--- config.mk ---
export PLATFORM = sky130hd
export DESIGN_NAME = afp_outq_flat
export DESIGN_NICKNAME = d
export VERILOG_FILES = /design/src/design/afp_pkg.sv /design/src/design/afp_if.sv /design/src/design/afp_outq.sv /design/src/flat_wrapper.sv
export SDC_FILE = /design/constraint.sdc
export NUM_CORES = 1
export LEC_CHECK = 0
export BUFFER_PORTS_ARGS = -buffer_cell sky130_fd_sc_hd__buf_2
export CAP_MARGIN = 10
export CORE_AREA = 4 4 226 228
export DETAILED_ROUTE_END_ITERATION = 8
export DIE_AREA = 0 0 230 232
export HOLD_SLACK_MARGIN = 0.03
export PLACE_DENSITY_LB_ADDON = 0.1
export SYNTH_ARGS = -nofsm -noshare
export SYNTH_HDL_FRONTEND = slang
export SYNTH_SLANG_ARGS = --single-unit
--- constraint.sdc ---
create_clock -name clock -period 13.6 [get_ports clock]
set_clock_uncertainty 0.2 [all_clocks]
set_input_delay 0.68 -clock clock [delete_from_list [all_inputs] [get_ports clock]]
set_output_delay 0.68 -clock clock [all_outputs]
set_load 0.02 [all_outputs]
--- src/design/afp_pkg.sv ---
`timescale 1ns / 1ps
package afp_pkg;

   localparam int SRC_COORD_BITS_DEF = 16;
   localparam int DST_FRAC_BITS_DEF  = 8;
   localparam int DST_INT_BITS       = 16;

   // Result word width, and binary points of the gains and offsets.
   localparam int OUT_W     = 48;
   localparam int LIN_POINT = 24;
   localparam int OFF_POINT = 16;

   // Divider: range check, one quotient bit per stage, output register.
   localparam int DIV_LAT = OUT_W + 2;

   localparam int LANES       = 6;
   localparam int OUTQ_DEPTH  = 2;

   typedef struct packed {
      logic [OUT_W-1:0] coef_xx;
      logic [OUT_W-1:0] coef_yx;
      logic [OUT_W-1:0] coef_xy;
      logic [OUT_W-1:0] coef_yy;
      logic [OUT_W-1:0] offset_x;
      logic [OUT_W-1:0] offset_y;
      logic             singular;
      logic             saturated;
   } rsp_item_type;

   // Width of the signed, already shifted numerator of any of the six quotients.
   function automatic int num_width(int s, int f);
      int a;
      int c;
      a = (DST_INT_BITS + f) + s + 3 + (LIN_POINT - f);
      c = (DST_INT_BITS + f) + 2 * s + 3 + (OFF_POINT - f);
      return (a > c) ? a : c;
   endfunction

endpackage

--- src/design/afp_if.sv ---


interface afp_rsp_if;
   import afp_pkg::*;
   logic                    valid;
   logic                    ready;
   logic signed [OUT_W-1:0] coef_xx;
   logic signed [OUT_W-1:0] coef_yx;
   logic signed [OUT_W-1:0] coef_xy;
   logic signed [OUT_W-1:0] coef_yy;
   logic signed [OUT_W-1:0] offset_x;
   logic signed [OUT_W-1:0] offset_y;
   logic                    singular;
   logic                    saturated;

   modport source (output valid, coef_xx, coef_yx, coef_xy, coef_yy, offset_x, offset_y,
                   singular, saturated, input ready);
   modport sink (input valid, coef_xx, coef_yx, coef_xy, coef_yy, offset_x, offset_y,
                 singular, saturated, output ready);
endinterface

--- src/design/afp_outq.sv ---
`timescale 1ns / 1ps
module afp_outq (
   input  logic                  clock,
   input  logic                  reset,
   input  logic                  push,
   input  afp_pkg::rsp_item_type push_item,
   output logic                  full,
   afp_rsp_if.source             rsp
);
   import afp_pkg::*;

   localparam int PTR_W = (OUTQ_DEPTH > 1) ? $clog2(OUTQ_DEPTH) : 1;
   localparam int CNT_W = $clog2(OUTQ_DEPTH + 1);

   rsp_item_type     slot_ff [OUTQ_DEPTH];
   logic [PTR_W-1:0] rd_ff, rd_in;
   logic [PTR_W-1:0] wr_ff, wr_in;
   logic [CNT_W-1:0] count_ff, count_in;
   logic             pop;
   rsp_item_type     head;

   assign pop  = rsp.valid && rsp.ready;
   assign full = (count_ff == CNT_W'(OUTQ_DEPTH));
   assign head = slot_ff[rd_ff];

   always_comb begin
      rd_in    = rd_ff;
      wr_in    = wr_ff;
      count_in = count_ff;
      if (pop) begin
         rd_in = (rd_ff == PTR_W'(OUTQ_DEPTH - 1)) ? '0 : rd_ff + PTR_W'(1);
      end
      if (push) begin
         wr_in = (wr_ff == PTR_W'(OUTQ_DEPTH - 1)) ? '0 : wr_ff + PTR_W'(1);
      end
      if (push && !pop) begin
         count_in = count_ff + CNT_W'(1);
      end else if (pop && !push) begin
         count_in = count_ff - CNT_W'(1);
      end
   end

   always_ff @(posedge clock) begin
      if (reset) begin
         rd_ff    <= '0;
         wr_ff    <= '0;
         count_ff <= '0;
      end else begin
         rd_ff    <= rd_in;
         wr_ff    <= wr_in;
         count_ff <= count_in;
      end
   end

   always_ff @(posedge clock) begin
      if (push) begin
         slot_ff[wr_ff] <= push_item;
      end
   end

   assign rsp.valid     = (count_ff != '0);
   assign rsp.coef_xx   = head.coef_xx;
   assign rsp.coef_yx   = head.coef_yx;
   assign rsp.coef_xy   = head.coef_xy;
   assign rsp.coef_yy   = head.coef_yy;
   assign rsp.offset_x  = head.offset_x;
   assign rsp.offset_y  = head.offset_y;
   assign rsp.singular  = head.singular;
   assign rsp.saturated = head.saturated;

`ifndef ASSERT_OFF
   a_no_overflow: assert property (@(posedge clock) disable iff (reset)
      push |-> (count_ff != CNT_W'(OUTQ_DEPTH)))
      else $error("item pushed into a full output queue");

   a_full_holds: assert property (@(posedge clock) disable iff (reset)
      (full && !pop) |=> full)
      else $error("output queue lost an item while stalled");

   a_count_up: assert property (@(posedge clock) disable iff (reset)
      (push && !pop) |=> (count_ff == $past(count_ff) + CNT_W'(1)))
      else $error("output queue count did not follow a push");

   a_singular_clean: assert property (@(posedge clock) disable iff (reset)
      (rsp.valid && rsp.singular) |-> !rsp.saturated)
      else $error("identity fallback reported as saturated");
`endif

endmodule

--- src/flat_wrapper.sv ---
// flat-port wrapper written by rule: the top's interface ports become plain ports
module afp_outq_flat import afp_pkg::*;
  (clock, reset, push, push_item, full, rsp_valid, rsp_coef_xx, rsp_coef_yx, rsp_coef_xy, rsp_coef_yy, rsp_offset_x, rsp_offset_y, rsp_singular, rsp_saturated, rsp_ready);
  afp_rsp_if rsp_i ();
  input  logic clock;
  input  logic reset;
  input  logic push;
  input  afp_pkg::rsp_item_type push_item;
  output logic full;
  output wire logic [$bits(rsp_i.valid)-1:0] rsp_valid;
  output wire logic [$bits(rsp_i.coef_xx)-1:0] rsp_coef_xx;
  output wire logic [$bits(rsp_i.coef_yx)-1:0] rsp_coef_yx;
  output wire logic [$bits(rsp_i.coef_xy)-1:0] rsp_coef_xy;
  output wire logic [$bits(rsp_i.coef_yy)-1:0] rsp_coef_yy;
  output wire logic [$bits(rsp_i.offset_x)-1:0] rsp_offset_x;
  output wire logic [$bits(rsp_i.offset_y)-1:0] rsp_offset_y;
  output wire logic [$bits(rsp_i.singular)-1:0] rsp_singular;
  output wire logic [$bits(rsp_i.saturated)-1:0] rsp_saturated;
  input wire logic [$bits(rsp_i.ready)-1:0] rsp_ready;
  assign rsp_valid = rsp_i.valid;
  assign rsp_coef_xx = rsp_i.coef_xx;
  assign rsp_coef_yx = rsp_i.coef_yx;
  assign rsp_coef_xy = rsp_i.coef_xy;
  assign rsp_coef_yy = rsp_i.coef_yy;
  assign rsp_offset_x = rsp_i.offset_x;
  assign rsp_offset_y = rsp_i.offset_y;
  assign rsp_singular = rsp_i.singular;
  assign rsp_saturated = rsp_i.saturated;
  assign rsp_i.ready = rsp_ready;
  afp_outq u_core (.clock(clock), .reset(reset), .push(push), .push_item(push_item), .full(full), .rsp(rsp_i));
endmodule
## Yosys cells after proc, flatten, opt, wreduce, memory -nomap -nowiden

Memory sizes are Yosys's and may differ from the RTL's. A register that Yosys moved wholly into a read port is not among the register bits.
Index checks and enable logic that the tools add are counted.

| operators by class | value |
|---|---|
| $add $sub $neg | 4 |
| $mul | 0 |
| div/mod/pow operators | 0 |
| order comparisons | 0 |
| eq/ne operators | 1 |
| shift-type cells | 0 |
| multiplexer cells | 8 |
| bitwise gates (word level) | 0 |
| reduce and logical (&&, ||, !) cells | 7 |

Operator list:

| cell | count |
|---|---|
| $mux W1 | 6 |
| $mux W2 | 2 |
| $reduce_bool A2 Y1 | 2 |
| $logic_and A1 B1 Y1 | 3 |
| $add A1 B1 Y1 const B | 2 |
| $add A2 B1 Y2 const B | 1 |
| $eq A2 B2 Y1 const B | 1 |
| $logic_not A1 Y1 | 2 |
| $sub A2 B1 Y2 const B | 1 |

| word-level totals | value |
|---|---|
| register bits | 4 |
| latch bits | 0 |
| memory bits (writable) | 580 |
| ROM bits | 0 |
| bits of input ports | 294 |
| output and inout bits | 292 |
| logic and storage cells | 24 |
| memories kept | 1 |

Memories:

| name | words | width | rd ports | clocked after Yosys merged registers in | write ports | line | source |
|---|---|---|---|---|---|---|---|
| u_core.slot_ff | 2 | 290 | 1 | 1 | 1 | afp_outq.sv:15 | `rsp_item_type slot_ff [OUTQ_DEPTH];` |

## Logic depth before layout (Yosys ltp)

Gate-level depths: netlist of the first run.

| logic depth | value |
|---|---|
| word-level depth | 5 |
| depth in mapped cells | 5 |
| depth with buffers taken out | 5 |

## Least setup slack after synthesis of the first run

OpenSTA, ideal clock, no wires.

| timing | value |
|---|---|
| path kind | input port to flip-flop |
| from | in push |
| to | mem u_core.slot_ff[0][0] (netlist bit), enable pin |
| library setup time | 0.982 ns |
| data arrival time | 13.148 ns |
| setup slack | -0.730 ns |
| stages on the path | 1 |
| buffers on the path | 0 |
| path through | nor2b_1 |

| between the ends | value |
|---|---|
| word-level cells in the longest chain between the ends | 2 |

Ends and longest elaborated chain:

| element | line | source |
|---|---|---|
| start, declared | flat_wrapper.sv:7 | `input logic push;` |
| $mux W1 | afp_outq.sv:56 | `if (push) begin` |
| $mux W1 (implied by the code) | afp_outq.sv:57 | `slot_ff[wr_ff] <= push_item;` |
| end, declared | afp_outq.sv:15 |  |

Every way passes these cells.

==> flow_metrics.py, run 1 <==
metrics = {
    "worst_hold_path": {
        "hold_path_class": "in -> reg",
        "holdPathStages": 1,
    },
    "layout": {
        "fin_area_mm2": 0.0290,
        "final_cells": 2470,
        "layout.nets": 2045,
        "fill_cells": 3778,
        "area_growth_pct": 34.7,
        "drive_above_1_share": 0.536,
    },
    "critical_path": {
        "slowest_delay_ns": 1.07,
        "cp-start-kind": "flip-flop",
        "crit_type": "reg -> out",
        "crit_path_end_kind": "output port",
        "critPathSlowestCell": "dfxtp_4",
        "r2r_cells": 3,
        "arrival_ns": 3.32,
        "worstPathRequired_ns": 12.72,
        "critPathMaxFanout": 80,
        "path_buf_inv": 2,
        "crit_chain": "buf_4, mux2_2, buf_2",
        "cp.depth": 3,
        "critPathTopFamily": "buffers and inverters",
    },
    "clocking": {
        "clkLatencyLatePin_ns": 0.60,
        "root_buffer": "clkbuf_16",
        "cts_buffers": 60,
        "htree_levels": 2,
        "cts_resized": 0,
        "clock-sinks": 585,
        "tritoncts": "built",
        "clockBufferDepth": 3,
        "worst_setup_hold_path_clk_slew_ns": 0.06,
    },
    "synthesis": {
        "syn-mean-instance-area_um2": 23.3,
        "synth_common_cells": "580 x edfxtp_1, 190 x mux2_2, 100 x mux2_4",
        "async_flop_share": 0,
        "yosysTopAreaCell": "edfxtp_1",
        "synth-main-ff-cell": "edfxtp_1",
        "synthDistinctLibCells": 17,
        "synth_seq_area_share": 0.815,
        "synth_seq_cells": 585,
        "synthCells": 924,
        "synthTopCellsByArea": "edfxtp_1 81%, mux2_2 10%, mux2_4 7.0%, buf_6 0.58%, buf_2 0.47%",
        "synth_edf_count": 580,
        "syn-num-nets": 1219,
        "yosysWarnings": 0,
        "synthesis.area_mm2": 0.0215,
        "synth_top_area_frac": 0.810,
        "synth.most_common_cell": "edfxtp_1",
    },
    "flow_run": {
        "cap_viol_max_count": 0,
    },
    "sta": {
        "fmax_ghz": 0.238,
        "rsz0062_at_grt": "no",
        "setup-violations-final": 0,
        "fin_tns_setup_ns": 0,
        "slew_violations": 0,
        "tightest_slew_ns": 1.17,
        "period_needed_ns": 4.20,
        "fin_crit_sh": 0.309,
        "hold_viol_final": 0,
        "slew_headroom": 0.219,
    },
    "detailed_routing": {
        "via_count": 11700,
        "vias_per_cell": 4.74,
        "drtPass1Iterations": 4,
        "antenna_left": 0,
        "drt_iter0_drc": 703,
        "drt_wl_total_um": 51700,
        "wl_per_cell_um": 20.9,
        "drc": 0,
    },
    "grt": {
        "antenna_found_initial": 10,
        "grt_start_max_net_pins": 175,
        "overflow": 0,
        "grt_pass1_wl_um": 75600,
        "gr-usage-all-layers": 0.187,
        "grt_pass1_vias": 12500,
    },
    "place": {
        "placed_area_mm2": 0.0251,
        "dp_hpwl_um": 34800,
        "numPlacedInstances": 2148,
        "port_buffers": 585,
        "place_congestion": 0.778,
    },
    "power_and_ir_drop": {
        "p_int_w": 0.00354,
        "switchingPower_w": 0.00146,
        "p_clk_frac": 0.297,
        "switching_share": 0.292,
        "power_frac_comb": 0.267,
        "p_seq_frac": 0.436,
        "peakVddDrop_mv": 0.127,
        "power_density_mw_per_mm2": 173,
        "leakage_nw": 11.0,
    },
    "outcome": {
        "status": "complete, no violations",
    },
    "floorplan": {
        "coreArea_mm2": 0.0488,
        "initial_utilization": 0.440,
        "dieWidth_um": 230,
        "rows": 81,
        "ios": 586,
        "die_area_mm2": 0.0534,
        "dieHeight_um": 232,
    },
}
==> cell type report <==
type / count / area [um2] / area share
Timing Repair Buffer: 796 / 5060 / 0.175
Tap cell: 664 / 831 / 0.0287
Antenna cell: 9 / 22.5 / 0.000777
Clock buffer: 78 / 1590 / 0.0549
Sequential cell: 585 / 17500 / 0.605
Multi-Input combinational cell: 307 / 3760 / 0.130
Clock inverter: 31 / 184 / 0.00635
==> worst paths after layout <==
path	slack, ns	start	endpoint
setup / recovery	9.40	flip-flop	rsp_coef_yy[5]
setup reg to reg	9.91	u_core.wr_ff$_SDFFE_PP0P_	u_core.slot_ff[1][215]$_DFFE_PP_
hold reg to reg	0.32	u_core.rd_ff$_SDFFE_PP0P_	flip-flop
hold / removal	0.08	push_item[183]	u_core.slot_ff[0][183]$_DFFE_PP_
==> metal layers <==
| layer | track usage | up-vias | part of all wire |
|---|---|---|---|
| met5 | 0 | - | 0.00079 |
| met4 | 0.0652 | 6 | 0.030 |
| met3 | 0.0574 | 84 | 0.074 |
| met2 | 0.321 | 394 | 0.51 |
| met1 | 0.225 | 5848 | 0.38 |
| li1 | - | 5364 | - |
==> metrics by stage <==
step / util / setup WS [ns] / total power [W] / hold slack, ns
after floorplan: - / 4.73 / 0.00313 / 0.266
after global placement: 0.514 / 9.47 / 0.00352 / 0.286
after detailed placement: 0.514 / 9.47 / 0.00352 / 0.308
after CTS: 0.593 / 9.24 / 0.00507 / 0.0300
after global routing: 0.593 / 9.15 / 0.00521 / 0.0399
final: 0.593 / 9.40 / 0.00500 / 0.0795
==> timing repair <==
action / in CTS / in global routing
hold endpoints to repair: 403 / 0
endpoints found under the setup margin: 0 / 0
hold buffers: 204 / 0
buffers inserted: 0 / 0
==> cells in the final DEF, fill, tap and decap left out <==
master	Yosys	routed
nor2b_4	0	1
buf_2	20	585
and2_4	0	1
or3_1	1	1
or2_2	1	1
dfxtp_1	5	4
clkbuf_1	0	17
xor2_1	3	3
dfxtp_4	0	1
ha_1	1	1
xnor2_1	1	1
clkinv_1	0	14
edfxtp_1	580	580
nor2_1	4	4
a21oi_1	1	1
diode_2	0	9
mux2_2	190	190
o21ai_0	2	2
clkbuf_16	0	61
inv_6	0	3
buf_4	1	4
clkinvlp_4	0	4
nor2b_1	2	1
dlygate4sd3_1	0	204
mux2_4	100	100
buf_12	0	3
bufinv_16	0	1
clkinv_2	0	9
==> sequential cells by signal, summed over array words and instances (netlist names), named ones only <==
signal and cells:
u_core.count_ff 2, u_core.rd_ff 1, u_core.slot_ff 580, u_core.wr_ff 1
==> power by group through the flow <==
stage	Combinational (W)	Clock, W	Sequential (W)
finish	0.00133	0.00149	0.00218
floorplan	0.000929	0	0.00220
global route	0.00141	0.00161	0.00219
detailed placement	0.00130	0	0.00222
global placement	0.00130	0	0.00221
CTS	0.00136	0.00153	0.00218
==> cells by family after synthesis <==
family | share of synthesized area
buffers and inverters | 0.0108
AO/OA/AOI/OAI | 0.000698
multiplexers | 0.169
adder cells (fa/ha/maj) | 0.000582
flip-flops | 0.815
AND/OR/NAND/NOR | 0.00215
XOR/XNOR | 0.00163
No activity file was read; power rests on OpenSTA's default activity.
==> run 2, diff against run 1 <==
--- a/config.mk
+++ b/config.mk
@@ -7,9 +7,9 @@
 export LEC_CHECK = 0
 export BUFFER_PORTS_ARGS = -buffer_cell sky130_fd_sc_hd__buf_2
 export CAP_MARGIN = 10
-export CORE_AREA = 4 4 226 228
+export CORE_AREA = 4 4 228 230
 export DETAILED_ROUTE_END_ITERATION = 8
-export DIE_AREA = 0 0 230 232
+export DIE_AREA = 0 0 232 234
 export HOLD_SLACK_MARGIN = 0.03
 export PLACE_DENSITY_LB_ADDON = 0.1
 export SYNTH_ARGS = -nofsm -noshare
==> constraint.sdc (replaced) <==
create_clock -name clock -period 4.3 [get_ports clock]
set_clock_uncertainty 0.2 [all_clocks]
set_input_delay 0.215 -clock clock [delete_from_list [all_inputs] [get_ports clock]]
set_output_delay 0.215 -clock clock [all_outputs]
set_load 0.02 [all_outputs]
==> flow_metrics.py, run 2 (synthesized netlist as in run 1, its figures left out) <==
metrics = {
    "layout": {
        "fill_cells": 3816,
        "final_cell_mix": "585 x buf_2, 580 x edfxtp_1, 296 x dlygate4sd3_1",
        "area_growth_pct": 40.8,
        "fin_area_mm2": 0.0303,
        "multiInputGateArea_mm2": 0.00376,
        "final-seq-area_mm2": 0.0175,
        "drive_above_1_share": 0.519,
        "reg_top3": "u_core.slot_ff: 580 flops, u_core.count_ff: 2 flops",
        "layout.nets": 2154,
        "largest_register_ffs": 580,
        "top_register": "u_core.slot_ff",
        "mostFrequentLayoutCell": "buf_2",
    },
    "detailed_routing": {
        "drt_wl_total_um": 54100,
        "wl_per_cell_um": 21.0,
        "drc": 0,
        "vias_per_cell": 4.67,
        "drt_iter0_drc": 546,
        "via_count": 12100,
        "antenna_left": 0,
        "drtPass1Iterations": 4,
    },
    "sta": {
        "tightest_slew_ns": 0.853,
        "slew_headroom": 0.432,
        "slew_violations": 0,
        "hold_viol_final": 0,
        "setup-violations-final": 0,
        "rsz0062_at_grt": "no",
        "fmax_ghz": 0.337,
        "fin_ws_ns": 1.33,
        "whs_ns": 0.135,
        "period_needed_ns": 2.97,
        "fin_crit_sh": 0.690,
        "fin_tns_setup_ns": 0,
    },
    "place": {
        "placed_area_mm2": 0.0253,
        "port_buffers": 585,
        "dp_hpwl_um": 37500,
        "place_congestion": 0.794,
        "dp_slack_ns": 1.89,
    },
    "grt": {
        "grt_pass1_vias": 13000,
        "gr-usage-met1": 0.226,
        "antenna_found_initial": 5,
        "grt.met3_usage": 0.0554,
        "grt_pass1_wl_um": 78200,
        "grt_util_met2": 0.332,
        "overflow": 0,
        "gr-usage-all-layers": 0.191,
        "grt_start_max_net_pins": 126,
        "gr-max-usage-layer": "met2",
    },
    "clocking": {
        "cts_post_setup_buffers_inserted": 0,
        "cts_buffers": 61,
        "worst_setup_hold_path_clk_slew_ns": 0.06,
        "clock-sinks": 585,
        "tritoncts": "built",
        "root_buffer": "clkbuf_16",
        "cts_resized": 0,
        "htree_levels": 2,
        "clkLatencyLatePin_ns": 0.60,
        "hold_buffers": 296,
        "clockBufferDepth": 3,
    },
    "critical_path": {
        "crit_path_end_kind": "output port",
        "crit_chain": "buf_4, mux2_2, buf_2",
        "arrival_ns": 2.55,
        "critPathMaxFanout": 55,
        "slowest_delay_ns": 0.91,
        "critPathSlowestCell": "dfxtp_4",
        "worstPathRequired_ns": 3.88,
        "crit_type": "reg -> out",
        "cp-start-kind": "flip-flop",
    },
    "floorplan": {
        "die_area_mm2": 0.0543,
        "rows": 82,
        "dieHeight_um": 234,
        "initial_utilization": 0.431,
        "dieWidth_um": 232,
        "ios": 586,
        "coreArea_mm2": 0.0499,
    },
    "power_and_ir_drop": {
        "leakage_nw": 11.6,
        "peakVddDrop_mv": 0.385,
        "power_density_mw_per_mm2": 543,
    },
    "outcome": {
        "status": "complete, no violations",
    },
    "worst_hold_path": {
        "hold_path_class": "in -> reg",
    },
    "flow_run": {
        "cap_viol_max_count": 0,
    },
}
run 2: cell types whose count changed in the layout (fill, tap and decap cells not counted), moves of 2 or more:
cell | previous run | this run
bufinv_16 | 1 | 7
clkbuf_1 | 17 | 10
diode_2 | 9 | 4
buf_12 | 3 | 7
clkbuf_16 | 61 | 63
buf_4 | 4 | 16
dlygate4sd3_1 | 204 | 296
clkbuf_8 | 0 | 3
clkinv_1 | 14 | 12
run 2: stage by stage:
step | util | std cells | power [W]
2_1_floorplan | - | 924 | 0.00984
3_3_place_gp | 0.508 | 2172 | 0.0112
3_5_place_dp | 0.508 | 2172 | 0.0112
4_1_cts | 0.607 | 2576 | 0.0167
5_1_grt | 0.607 | 2578 | 0.0171
6_report | 0.607 | 2580 | 0.0165
run 2: worst paths after layout:
| kind | to | slack, ns | cells past startpoint | startpoint |
|---|---|---|---|---|
| hold reg to reg | u_core.rd_ff$_SDFFE_PP0P_ | 0.32 | 2 | u_core.rd_ff$_SDFFE_PP0P_ |
| hold / removal | u_core.slot_ff[1][41]$_DFFE_PP_ | 0.13 | 2 | push_item[41] |
| setup / recovery | rsp_coef_xx[36] | 1.33 | 3 | flip-flop |
| setup reg to reg | u_core.count_ff[1]$_SDFFE_PP0P_ | 1.94 | 5 | u_core.count_ff[0]$_SDFFE_PP0P_ |
run 2: area by class of cell:
type	instances	share of cell area
flip-flops and latches	585	0.579
repair buffers	904	0.203
multi-input cells	307	0.124
clock buffers	76	0.0547
well taps	672	0.0278
clock inverters	32	0.0111
diodes	4	0.000331
run 2: report_power, final:
part	total, W	switching [W]	internal, W
clock network	0.00519	0.00207	0.00312
registers	0.00686	0.000184	0.00668
logic	0.00440	0.00244	0.00196
run 2: worst max-delay path: cells and delay by family, from the launching register on:
kind	cells	cell delay, ns
muxes	1	0.37
DFF	1	0.91
buffers and inverters	2	0.62
run 2: routing by layer:
layer	wire, um	part of all wire	up-vias
met1	20700	0.38	5969
met2	27400	0.51	414
li1	-	-	5573
met3	4100	0.076	98
met5	27	0.00050	-
met4	1850	0.034	4
